**config.mk**
```make
export PLATFORM = sky130hd
export DESIGN_NAME = adc_moving_sum_display_encoder
export DESIGN_NICKNAME = d
export VERILOG_FILES = /design/src/design/amsd_pkg.sv /design/src/design/amsd_front.sv /design/src/design/amsd_fifo.sv /design/src/design/amsd_conv.sv /design/src/design/amsd_emit.sv /design/src/design/adc_moving_sum_display_encoder.sv
export SDC_FILE = /design/constraint.sdc
export NUM_CORES = 1
export LEC_CHECK = 0
export ABC_AREA = 1
export BUFFER_PORTS_ARGS = -buffer_cell sky130_fd_sc_hd__buf_2
export CELL_PAD_IN_SITES_DETAIL_PLACEMENT = 0
export CELL_PAD_IN_SITES_GLOBAL_PLACEMENT = 1
export CORE_MARGIN = 4
export CORE_UTILIZATION = 55
export DETAILED_ROUTE_END_ITERATION = 7
export GPL_TIMING_DRIVEN = 0
export HOLD_SLACK_MARGIN = 0.12
export PLACE_DENSITY = 0.88
export SYNTH_ARGS = -nofsm -noshare
export SYNTH_HDL_FRONTEND = slang
export SYNTH_SLANG_ARGS = --single-unit
export TNS_END_PERCENT = 20
```
**constraint.sdc**
```tcl
create_clock -name clk -period 17.03 [get_ports clk]
set_input_delay 5.109 -clock clk [delete_from_list [all_inputs] [get_ports clk]]
set_output_delay 5.109 -clock clk [all_outputs]
set_load 0.02 [all_outputs]
```
**src/design/amsd_pkg.sv**
```systemverilog
// Shared types and constants for the moving-sum display encoder.
// No dependencies; every design file but amsd_fifo refers to it by scoped names.
`default_nettype none

package amsd_pkg;

  // Display modes, as written through the configuration port.
  typedef enum logic [1:0] {
    MODE_VOLT = 2'd0,
    MODE_RAW  = 2'd1,
    MODE_BAR  = 2'd2,
    MODE_NONE = 2'd3
  } mode_t;

  // Digit converter sequence.
  typedef enum logic [2:0] {
    CV_IDLE,
    CV_MUL,
    CV_SUB,
    CV_DIG1,
    CV_DIG2,
    CV_DIG3,
    CV_DONE
  } conv_state_t;

  // Five decimal digits of one window sum plus the mode they are shown in.
  typedef struct packed {
    mode_t      mode;
    logic [4:0] d0;
    logic [3:0] d1;
    logic [3:0] d2;
    logic [3:0] d3;
    logic [3:0] d4;
  } digits_t;

  localparam int ADC_W  = 10;   // width of the sample port
  localparam int CHAR_W = 8;
  localparam int POS_W  = 3;
  localparam int DIV_W  = 18;   // covers the largest sum the parameter ranges allow
  localparam int REM_W  = 14;   // holds any value below 10000
  localparam int PROD_W = 37;   // DIV_W x 19-bit reciprocal
  localparam int RECIP_SHIFT = 32;
  // ceil(2^32 / 10000): exact quotient for every DIV_W-bit dividend
  localparam logic [PROD_W-1:0] RECIP_10K = PROD_W'(429497);

  localparam logic [DIV_W-1:0] POW_10K = DIV_W'(10000);
  localparam logic [REM_W-1:0] POW_1K  = REM_W'(1000);
  localparam logic [REM_W-1:0] POW_100 = REM_W'(100);
  localparam logic [REM_W-1:0] POW_10  = REM_W'(10);

  localparam logic [CHAR_W-1:0] CH_ZERO  = 8'h30;
  localparam logic [CHAR_W-1:0] CH_SPACE = 8'h20;
  localparam logic [CHAR_W-1:0] CH_POINT = 8'h2E;
  localparam logic [CHAR_W-1:0] CH_VOLT  = 8'h56;
  localparam logic [CHAR_W-1:0] BAR_FULL = 8'd5;

  localparam logic [POS_W-1:0] LAST_POS_TEXT = 3'd5;
  localparam logic [POS_W-1:0] LAST_POS_BAR  = 3'd7;

endpackage

`default_nettype wire

```
**src/design/amsd_front.sv**
```systemverilog
// Front end: accepts samples, keeps the sample ring and running sum, holds
// the mode register and queues each displayable sum. Uses amsd_pkg.
`default_nettype none

module amsd_front #(
  parameter int WINDOW      = 16,
  parameter int SAMPLE_BITS = 10,
  parameter int SUM_W       = SAMPLE_BITS + $clog2(WINDOW)
) (
  input  wire logic                        clk,
  input  wire logic                        rst,
  input  wire logic                        in_valid,
  output logic                             in_ready,
  input  wire logic [amsd_pkg::ADC_W-1:0]  adc_sample,
  input  wire logic                        cfg_valid,
  input  wire logic [1:0]                  cfg_data,
  input  wire logic                        q_full,
  output logic                             q_push,
  output logic [SUM_W+1:0]                 q_data
);

  localparam int SLOT_W = $clog2(WINDOW);

  logic [SAMPLE_BITS-1:0] ring [WINDOW];
  logic [WINDOW-1:0]      written;
  logic [SLOT_W-1:0]      write_slot;
  logic [SLOT_W-1:0]      slot_next;
  logic [SLOT_W-1:0]      rd_addr;
  logic [SAMPLE_BITS-1:0] rd_data;
  logic                   rd_valid;
  logic [SUM_W-1:0]       window_sum;
  logic [SUM_W-1:0]       window_sum_next;
  amsd_pkg::mode_t        display_mode;

  logic [amsd_pkg::ADC_W+SAMPLE_BITS-1:0] sample_ext;
  logic [SAMPLE_BITS-1:0] sample;
  logic [SAMPLE_BITS-1:0] oldest;
  logic                   accept;

  assign sample_ext = {{SAMPLE_BITS{1'b0}}, adc_sample};
  assign sample     = sample_ext[SAMPLE_BITS-1:0];

  assign in_ready = !q_full;
  assign accept   = in_valid && in_ready;

  // rd_data is prefetched for the slot about to be overwritten
  assign oldest    = rd_valid ? rd_data : '0;
  assign slot_next = (write_slot == SLOT_W'(WINDOW - 1)) ? '0 : write_slot + 1'b1;
  assign rd_addr   = accept ? slot_next : write_slot;

  assign window_sum_next = window_sum - SUM_W'(oldest) + SUM_W'(sample);

  assign q_push = accept && (display_mode != amsd_pkg::MODE_NONE);
  assign q_data = {display_mode, window_sum_next};

  always_ff @(posedge clk) begin
    if (accept) begin
      ring[write_slot] <= sample;
    end
    rd_data <= ring[rd_addr];
  end

  always_ff @(posedge clk) begin
    if (rst) begin
      written      <= '0;
      write_slot   <= '0;
      rd_valid     <= 1'b0;
      window_sum   <= '0;
      display_mode <= amsd_pkg::MODE_VOLT;
    end else begin
      rd_valid <= written[rd_addr];
      if (accept) begin
        written[write_slot] <= 1'b1;
        write_slot          <= slot_next;
        window_sum          <= window_sum_next;
      end
      if (cfg_valid) begin
        display_mode <= amsd_pkg::mode_t'(cfg_data);
      end
    end
  end

endmodule

`default_nettype wire

```
**src/design/amsd_fifo.sv**
```systemverilog
// Two-entry queue between the front end and the digit converter.
// No dependencies.
`default_nettype none

module amsd_fifo #(
  parameter int WIDTH = 16
) (
  input  wire logic             clk,
  input  wire logic             rst,
  input  wire logic             push,
  input  wire logic [WIDTH-1:0] push_data,
  input  wire logic             pop,
  output logic [WIDTH-1:0]      pop_data,
  output logic                  full,
  output logic                  empty
);

  logic [WIDTH-1:0] entry [2];
  logic             wr_ptr;
  logic             rd_ptr;
  logic [1:0]       count;

  assign full     = (count == 2'd2);
  assign empty    = (count == 2'd0);
  assign pop_data = entry[rd_ptr];

  always_ff @(posedge clk) begin
    if (push) begin
      entry[wr_ptr] <= push_data;
    end
  end

  always_ff @(posedge clk) begin
    if (rst) begin
      wr_ptr <= 1'b0;
      rd_ptr <= 1'b0;
      count  <= '0;
    end else begin
      if (push) wr_ptr <= !wr_ptr;
      if (pop)  rd_ptr <= !rd_ptr;
      unique case ({push, pop})
        2'b10:   count <= count + 1'b1;
        2'b01:   count <= count - 1'b1;
        default: count <= count;
      endcase
    end
  end

endmodule

`default_nettype wire

```
**src/design/amsd_conv.sv**
```systemverilog
// Digit converter: splits a window sum into five decimal digits, one step
// per cycle until the finished set waits to be taken (reciprocal multiply for the leading digit). Uses amsd_pkg.
`default_nettype none

module amsd_conv #(
  parameter int SUM_W = 14
) (
  input  wire logic             clk,
  input  wire logic             rst,
  input  wire logic             q_empty,
  input  wire logic [SUM_W+1:0] q_data,
  output logic                  q_pop,
  output logic                  set_valid,
  output amsd_pkg::digits_t     set_data,
  input  wire logic             set_take
);

  amsd_pkg::conv_state_t state;
  amsd_pkg::conv_state_t state_next;

  logic [amsd_pkg::DIV_W-1:0]  work;
  logic [amsd_pkg::PROD_W-1:0] prod;
  logic [amsd_pkg::REM_W-1:0]  pow;
  logic [3:0]                  dig;
  amsd_pkg::mode_t             mode;
  logic [4:0]                  d0;
  logic [3:0]                  d1;
  logic [3:0]                  d2;
  logic [3:0]                  d3;

  function automatic logic [3:0] digit_of(input logic [amsd_pkg::REM_W-1:0] r,
                                          input logic [amsd_pkg::REM_W-1:0] p);
    logic [3:0] d;
    d = '0;
    for (int k = 1; k < 10; k++) begin
      if (r >= amsd_pkg::REM_W'(k) * p) d = 4'(k);
    end
    return d;
  endfunction

  assign prod = amsd_pkg::PROD_W'(work) * amsd_pkg::RECIP_10K;

  always_comb begin
    unique case (state)
      amsd_pkg::CV_DIG1: pow = amsd_pkg::POW_1K;
      amsd_pkg::CV_DIG2: pow = amsd_pkg::POW_100;
      default:           pow = amsd_pkg::POW_10;
    endcase
  end

  assign dig = digit_of(work[amsd_pkg::REM_W-1:0], pow);

  always_comb begin
    unique case (state)
      amsd_pkg::CV_IDLE: state_next = q_empty ? amsd_pkg::CV_IDLE : amsd_pkg::CV_MUL;
      amsd_pkg::CV_MUL:  state_next = amsd_pkg::CV_SUB;
      amsd_pkg::CV_SUB:  state_next = amsd_pkg::CV_DIG1;
      amsd_pkg::CV_DIG1: state_next = amsd_pkg::CV_DIG2;
      amsd_pkg::CV_DIG2: state_next = amsd_pkg::CV_DIG3;
      amsd_pkg::CV_DIG3: state_next = amsd_pkg::CV_DONE;
      amsd_pkg::CV_DONE: begin
        if (!set_take)     state_next = amsd_pkg::CV_DONE;
        else if (!q_empty) state_next = amsd_pkg::CV_MUL;
        else               state_next = amsd_pkg::CV_IDLE;
      end
      default:           state_next = amsd_pkg::CV_IDLE;
    endcase
  end

  always_comb begin
    q_pop     = 1'b0;
    set_valid = 1'b0;
    unique case (state)
      amsd_pkg::CV_IDLE: q_pop = !q_empty;
      amsd_pkg::CV_DONE: begin
        set_valid = 1'b1;
        q_pop     = set_take && !q_empty;
      end
      default: ;
    endcase
  end

  assign set_data = '{mode: mode, d0: d0, d1: d1, d2: d2, d3: d3, d4: work[3:0]};

  always_ff @(posedge clk) begin
    if (rst) begin
      state <= amsd_pkg::CV_IDLE;
    end else begin
      state <= state_next;
    end
  end

  always_ff @(posedge clk) begin
    if (q_pop) begin
      work <= amsd_pkg::DIV_W'(q_data[SUM_W-1:0]);
      mode <= amsd_pkg::mode_t'(q_data[SUM_W+1:SUM_W]);
    end else begin
      unique case (state)
        amsd_pkg::CV_MUL: d0 <= prod[amsd_pkg::RECIP_SHIFT+4:amsd_pkg::RECIP_SHIFT];
        amsd_pkg::CV_SUB: work <= work - amsd_pkg::DIV_W'(d0) * amsd_pkg::POW_10K;
        amsd_pkg::CV_DIG1, amsd_pkg::CV_DIG2, amsd_pkg::CV_DIG3: begin
          work <= work - amsd_pkg::DIV_W'(amsd_pkg::REM_W'(dig) * pow);
          if (state == amsd_pkg::CV_DIG1) d1 <= dig;
          if (state == amsd_pkg::CV_DIG2) d2 <= dig;
          if (state == amsd_pkg::CV_DIG3) d3 <= dig;
        end
        default: ;
      endcase
    end
  end

endmodule

`default_nettype wire

```
**src/design/amsd_emit.sv**
```systemverilog
// Character sequencer: turns one digit set into its run of display
// characters, one beat per cycle while out_ready does not stall it, through an output register. Uses amsd_pkg.
`default_nettype none

module amsd_emit (
  input  wire logic                          clk,
  input  wire logic                          rst,
  input  wire logic                          set_valid,
  input  wire amsd_pkg::digits_t             set_data,
  output logic                               set_take,
  output logic                               out_valid,
  input  wire logic                          out_ready,
  output logic [amsd_pkg::CHAR_W-1:0]        char_code,
  output logic [amsd_pkg::POS_W-1:0]         position,
  output logic                               last
);

  amsd_pkg::digits_t          cur;
  logic                       active;
  logic [amsd_pkg::POS_W-1:0] k;
  logic                       adv;
  logic                       cur_last;

  function automatic logic [amsd_pkg::CHAR_W-1:0] char_of(input amsd_pkg::digits_t s,
                                                          input logic [2:0] i);
    logic [amsd_pkg::CHAR_W-1:0] c;
    c = '0;
    unique case (s.mode)
      amsd_pkg::MODE_VOLT: begin
        unique case (i)
          3'd0:    c = amsd_pkg::CH_ZERO + 8'(s.d0);
          3'd1:    c = amsd_pkg::CH_ZERO + 8'(s.d1);
          3'd2:    c = amsd_pkg::CH_POINT;
          3'd3:    c = amsd_pkg::CH_ZERO + 8'(s.d2);
          3'd4:    c = amsd_pkg::CH_ZERO + 8'(s.d3);
          default: c = amsd_pkg::CH_VOLT;
        endcase
      end
      amsd_pkg::MODE_RAW: begin
        unique case (i)
          3'd0:    c = amsd_pkg::CH_SPACE;
          3'd1:    c = amsd_pkg::CH_ZERO + 8'(s.d0);
          3'd2:    c = amsd_pkg::CH_ZERO + 8'(s.d1);
          3'd3:    c = amsd_pkg::CH_ZERO + 8'(s.d2);
          3'd4:    c = amsd_pkg::CH_ZERO + 8'(s.d3);
          default: c = amsd_pkg::CH_ZERO + 8'(s.d4);
        endcase
      end
      amsd_pkg::MODE_BAR: begin
        // full thousands = 10*d0 + d1; any nonzero d0 fills all eight cells
        priority if (s.d0 != '0 || {1'b0, i} < s.d1) c = amsd_pkg::BAR_FULL;
        else if ({1'b0, i} == s.d1)                  c = 8'(s.d2[3:1]);
        else                                         c = '0;
      end
      default: c = '0;
    endcase
    return c;
  endfunction

  assign cur_last = (k == ((cur.mode == amsd_pkg::MODE_BAR) ? amsd_pkg::LAST_POS_BAR
                                                            : amsd_pkg::LAST_POS_TEXT));
  assign adv      = active && (!out_valid || out_ready);
  assign set_take = set_valid && (!active || (adv && cur_last));

  always_ff @(posedge clk) begin
    if (rst) begin
      active    <= 1'b0;
      k         <= '0;
      out_valid <= 1'b0;
    end else begin
      if (adv) begin
        out_valid <= 1'b1;
      end else if (out_ready) begin
        out_valid <= 1'b0;
      end
      if (set_take) begin
        active <= 1'b1;
        k      <= '0;
      end else if (adv) begin
        k <= k + 1'b1;
        if (cur_last) active <= 1'b0;
      end
    end
  end

  always_ff @(posedge clk) begin
    if (adv) begin
      char_code <= char_of(cur, k);
      position  <= k;
      last      <= cur_last;
    end
    if (set_take) begin
      cur <= set_data;
    end
  end

endmodule

`default_nettype wire

```
**src/design/adc_moving_sum_display_encoder.sv**
```systemverilog
// Each accepted sample's sum goes through the two-entry queue, the digit converter
// and the character sequencer's output register. Throughput is bounded by the
// 6-step digit converter and by one character per cycle when out_ready allows.
// A mode-3 sample updates the sum and emits nothing.
// Reset (synchronous, active high) clears control state; ring entries read as
// zero through per-entry valid bits, so no clearing pass is needed.
`default_nettype none

module adc_moving_sum_display_encoder #(
  parameter int WINDOW      = 16,
  parameter int SAMPLE_BITS = 10
) (
  input  wire logic                          clk,
  input  wire logic                          rst,
  input  wire logic                          in_valid,
  output logic                               in_ready,
  input  wire logic [amsd_pkg::ADC_W-1:0]    adc_sample,
  input  wire logic                          cfg_valid,
  output logic                               cfg_ready,
  input  wire logic [1:0]                    cfg_data,
  output logic                               out_valid,
  input  wire logic                          out_ready,
  output logic [amsd_pkg::CHAR_W-1:0]        char_code,
  output logic [amsd_pkg::POS_W-1:0]         position,
  output logic                               last
);

  localparam int SUM_W = SAMPLE_BITS + $clog2(WINDOW);

  logic               q_push;
  logic               q_pop;
  logic               q_full;
  logic               q_empty;
  logic [SUM_W+1:0]   q_in;
  logic [SUM_W+1:0]   q_out;
  logic               set_valid;
  logic               set_take;
  amsd_pkg::digits_t  set_data;

  assign cfg_ready = 1'b1;

  amsd_front #(
    .WINDOW      (WINDOW),
    .SAMPLE_BITS (SAMPLE_BITS),
    .SUM_W       (SUM_W)
  ) u_front (
    .clk        (clk),
    .rst        (rst),
    .in_valid   (in_valid),
    .in_ready   (in_ready),
    .adc_sample (adc_sample),
    .cfg_valid  (cfg_valid),
    .cfg_data   (cfg_data),
    .q_full     (q_full),
    .q_push     (q_push),
    .q_data     (q_in)
  );

  amsd_fifo #(
    .WIDTH (SUM_W + 2)
  ) u_fifo (
    .clk       (clk),
    .rst       (rst),
    .push      (q_push),
    .push_data (q_in),
    .pop       (q_pop),
    .pop_data  (q_out),
    .full      (q_full),
    .empty     (q_empty)
  );

  amsd_conv #(
    .SUM_W (SUM_W)
  ) u_conv (
    .clk       (clk),
    .rst       (rst),
    .q_empty   (q_empty),
    .q_data    (q_out),
    .q_pop     (q_pop),
    .set_valid (set_valid),
    .set_data  (set_data),
    .set_take  (set_take)
  );

  amsd_emit u_emit (
    .clk       (clk),
    .rst       (rst),
    .set_valid (set_valid),
    .set_data  (set_data),
    .set_take  (set_take),
    .out_valid (out_valid),
    .out_ready (out_ready),
    .char_code (char_code),
    .position  (position),
    .last      (last)
  );

endmodule

`default_nettype wire

```
==> parameters.txt <==
Parameter                              Value

Route
  Post-detailed-route count of antenna-violating nets    0
  Routed via count divided by cell count    5.639
  Number of vias in the routed layout    18050
  Starting DRC count in detailed routing    1389
  Routed wire length per instance    19.31 µm
  Number of detailed-routing iterations run before antenna repair    5
  Remaining routing DRC violations    0
  Wire length reported by the detailed router    61.82 mm

Die
  Die width    218.0 µm
  Floorplan row count    76
  Area enclosed by the die boundary    0.04751 mm²
  Starting density of the core    55.92%
  Core Region    0.04336 mm²
  Vertical die dimension    218.0 µm
  Total I/O pin count    32

Timing
  Final setup TNS    0 ps
  Worst clock skew    22.19 ps
  Achievable frequency    125.6 MHz
  Max-slew violation count    0
  RSZ-0062 raised after global routing    no
  Max_slew headroom    9.561%
  Transition time of the tightest slew-check pin    1346 ps
  Final critical path time including I/O delays and setup    7964 ps
  Count of endpoints failing setup in the final report    0
  Final-report hold violation count    0
  Final worst-path cycle share    46.77%

Placed design
  GPL Wtd Cong    0.9413
  I/O Buffers    29
  Detailed placer's ending HPWL    47.42 mm
  Placed insts    3143

Layout
  Area growth from synthesis to final layout    8.224%
  NumNets Final    3074
  Fillcell total    3724
  Final Instance Count excl. Fillers    3201
  Final antenna diode count    0
  Highest-count cells in the layout ignoring fill and taps    inv_1, nand2_1, ha_1, edfxtp_1, nor2_1
  Area used by multi-input combinational logic    0.01332 mm²
  Most frequent standard cell in the layout excluding fill and tap cells    inv_1
  Layout cells sized above 1    7.034%
  Seq. cell area    0.009059 mm²

Logic synthesis
  Compound-Gate Fraction of Synth Area    11.51%
  Adder-cell share of the synthesized area    29.06%
  Mapped Cells    2522
  Share of synthesized cell area in and, or, nand and nor gates    12.71%
  Cells taking the most area after synthesis    edfxtp_1, ha_1, fa_1
  Number of synthesized flops with an enable pin    259
  Seq/Total Area, Yosys    37.36%
  Flip-flop and latch count after synthesis    323
  Mux cell area share after synthesis    0.04128%
  Count of cell types in the netlist    68
  Main combinational cell family by area after synthesis    adder cells
  Area share of the largest cell type after synthesis    32.07%
  Syn_area_per_cell    9.615 µm²
  Number of warnings printed during yosys synthesis    0
  Xor and xnor area share after synthesis    1.440%
  Share of flip-flops with an asynchronous set or reset after synthesis    0%
  Summed instance area of the synthesized netlist    0.02425 mm²
  Biggest area consumer among synthesized cells    edfxtp_1
  Main synth FF type    edfxtp_1

Clock tree
  Hold Buf Count CTS    0
  Number of instances resized during post-cts repair    0
  Library cell used as clock root buffer    clkbuf_16
  Number of H-tree levels    1
  Later-pin clock latency in the skew report    600 ps
  Buffers inserted during post-CTS setup optimization    0
  Number of buffers between clock root and the deepest sink    3
  CTS tree    built
  Worst-path clk slew    70 ps
  Clk sinks    323
  TritonCTS Buffers    31

Critical path
  Critical path start-end classification    reg2reg
  Max incr delay on CP    540 ps
  Dominant cell type by count on the critical path    nand2_1
  Data arrival at the endpoint of the critical path    8300 ps
  Biggest fanout along the worst timing path    17
  Data required, critical path    17360 ps
  Critical path's slowest cell    nand2_1
  Crit path capture type    flop
  Kind of start point of the critical path    flop

Job
  # Max-Cap Violations    0

Run status
  Status    complete, no violations

Global route
  Global-route wire length before repair    98.26 mm
  Total congestion overflow after global routing    0
  Vias in the first global route    18210
  Pin count of the biggest net entering global routing    26
  Total Routing Usage GR    26.11%
  Number of antenna violations at the first check in global routing    0

Worst hold path
  Hold/Removal Path Class    reg2reg
kinds of logic after synthesis:
kind of cell	after synthesis
AO/OA/AOI/OAI	478
XOR/XNOR	39
adder cells (fa/ha/maj)	466
buffers and inverters	481
flip-flops	323
multiplexers	1
other	2
AND/OR/NAND/NOR	732
state kept, by name, indices dropped and copies added, names as in the netlist, 4 cells and up, named ones only:
signal,cells
u_front.ring,160
u_fifo.entry,32
u_emit.cur,23
u_conv.work,18
u_front.written,16
u_front.window_sum,14
u_front.rd_data,10
u_emit.char_code,7
u_conv.d0,5
u_conv.d1,4
u_conv.d2,4
u_conv.d3,4
u_front.write_slot,4
cells in the mapped netlist (3+ instances only):
master	n
a211oi_1	7
a21o_1	9
a21oi_1	156
a21oi_2	5
a31oi_1	7
buf_2	27
buf_4	5
buf_6	5
clkbuf_1	16
dfxtp_1	64
edfxtp_1	259
fa_1	162
ha_1	304
inv_1	407
inv_2	16
nand2_1	339
nand2_2	6
nand3_1	67
nand3b_1	3
nand4_1	23
nor2_1	239
nor3_1	27
nor4_1	6
o211ai_1	20
o21a_1	3
o21ai_0	147
o21ai_1	50
o21bai_1	6
o221ai_1	25
o221ai_2	4
o22ai_1	18
o31ai_1	5
o41ai_1	3
or2_2	5
xnor2_1	16
xor2_1	22
cell type report:
cell class / count / share of cell area [%]
Sequential cell: 323 / 34.52
Multi-Input combinational cell: 1723 / 50.77
Clock inverter: 21 / 0.8391
Buffer: 54 / 1.116
Clock buffer: 37 / 3.194
Timing Repair Buffer: 31 / 0.6389
Inverter: 427 / 6.136
Tap cell: 585 / 2.789
per-stage QoR:
stage | worst slack (ps) | instance area [µm²] | utilization, % | hold slack, ps
6_report | 9066 | 26240 | 60.52 | 420.8
5_1_grt | 8536 | 26240 | 60.52 | 428.9
4_1_cts | 9115 | 26240 | 60.52 | 421.3
3_5_place_dp | 9148 | 25180 | 58.08 | 406.6
3_3_place_gp | 9161 | 25150 | 57.99 | 403.4
2_1_floorplan | 9884 | 24270 | - | 400.3
metal layers:
layer  GRT usage [%]  part of all wire [%]  vias up
met4           7.499                   2.9        0
met1           35.05                    42     8687
li1                -                     -     8617
met5               0                     0        -
met2           44.97                    48      631
met3           3.135                   6.2      114
critical path, delay by kind of cell, from the launching register on:
kind / cells / cell delay [ps]
AOI/OAI and AO/OA: 10 / 2230
buffers and inverters: 5 / 1120
adders and majority gates: 5 / 2340
and+or+nand+nor: 8 / 1700
DFF: 1 / 300
final timing paths:
check,depth (start not counted),end,startpoint,slack [ps]
max reg2reg,28,u_conv.work[12],u_conv.state[2],9070
min reg2reg,0,u_emit.cur[7],u_conv.d3[3],420
max,28,u_conv.work[12],u_conv.state[2],9070
min,0,u_emit.cur[7],u_conv.d3[3],420
Power is left out: the tool's default activity adds up to more than one toggle a clock period on the data nets, which glitch-free logic cannot reach.
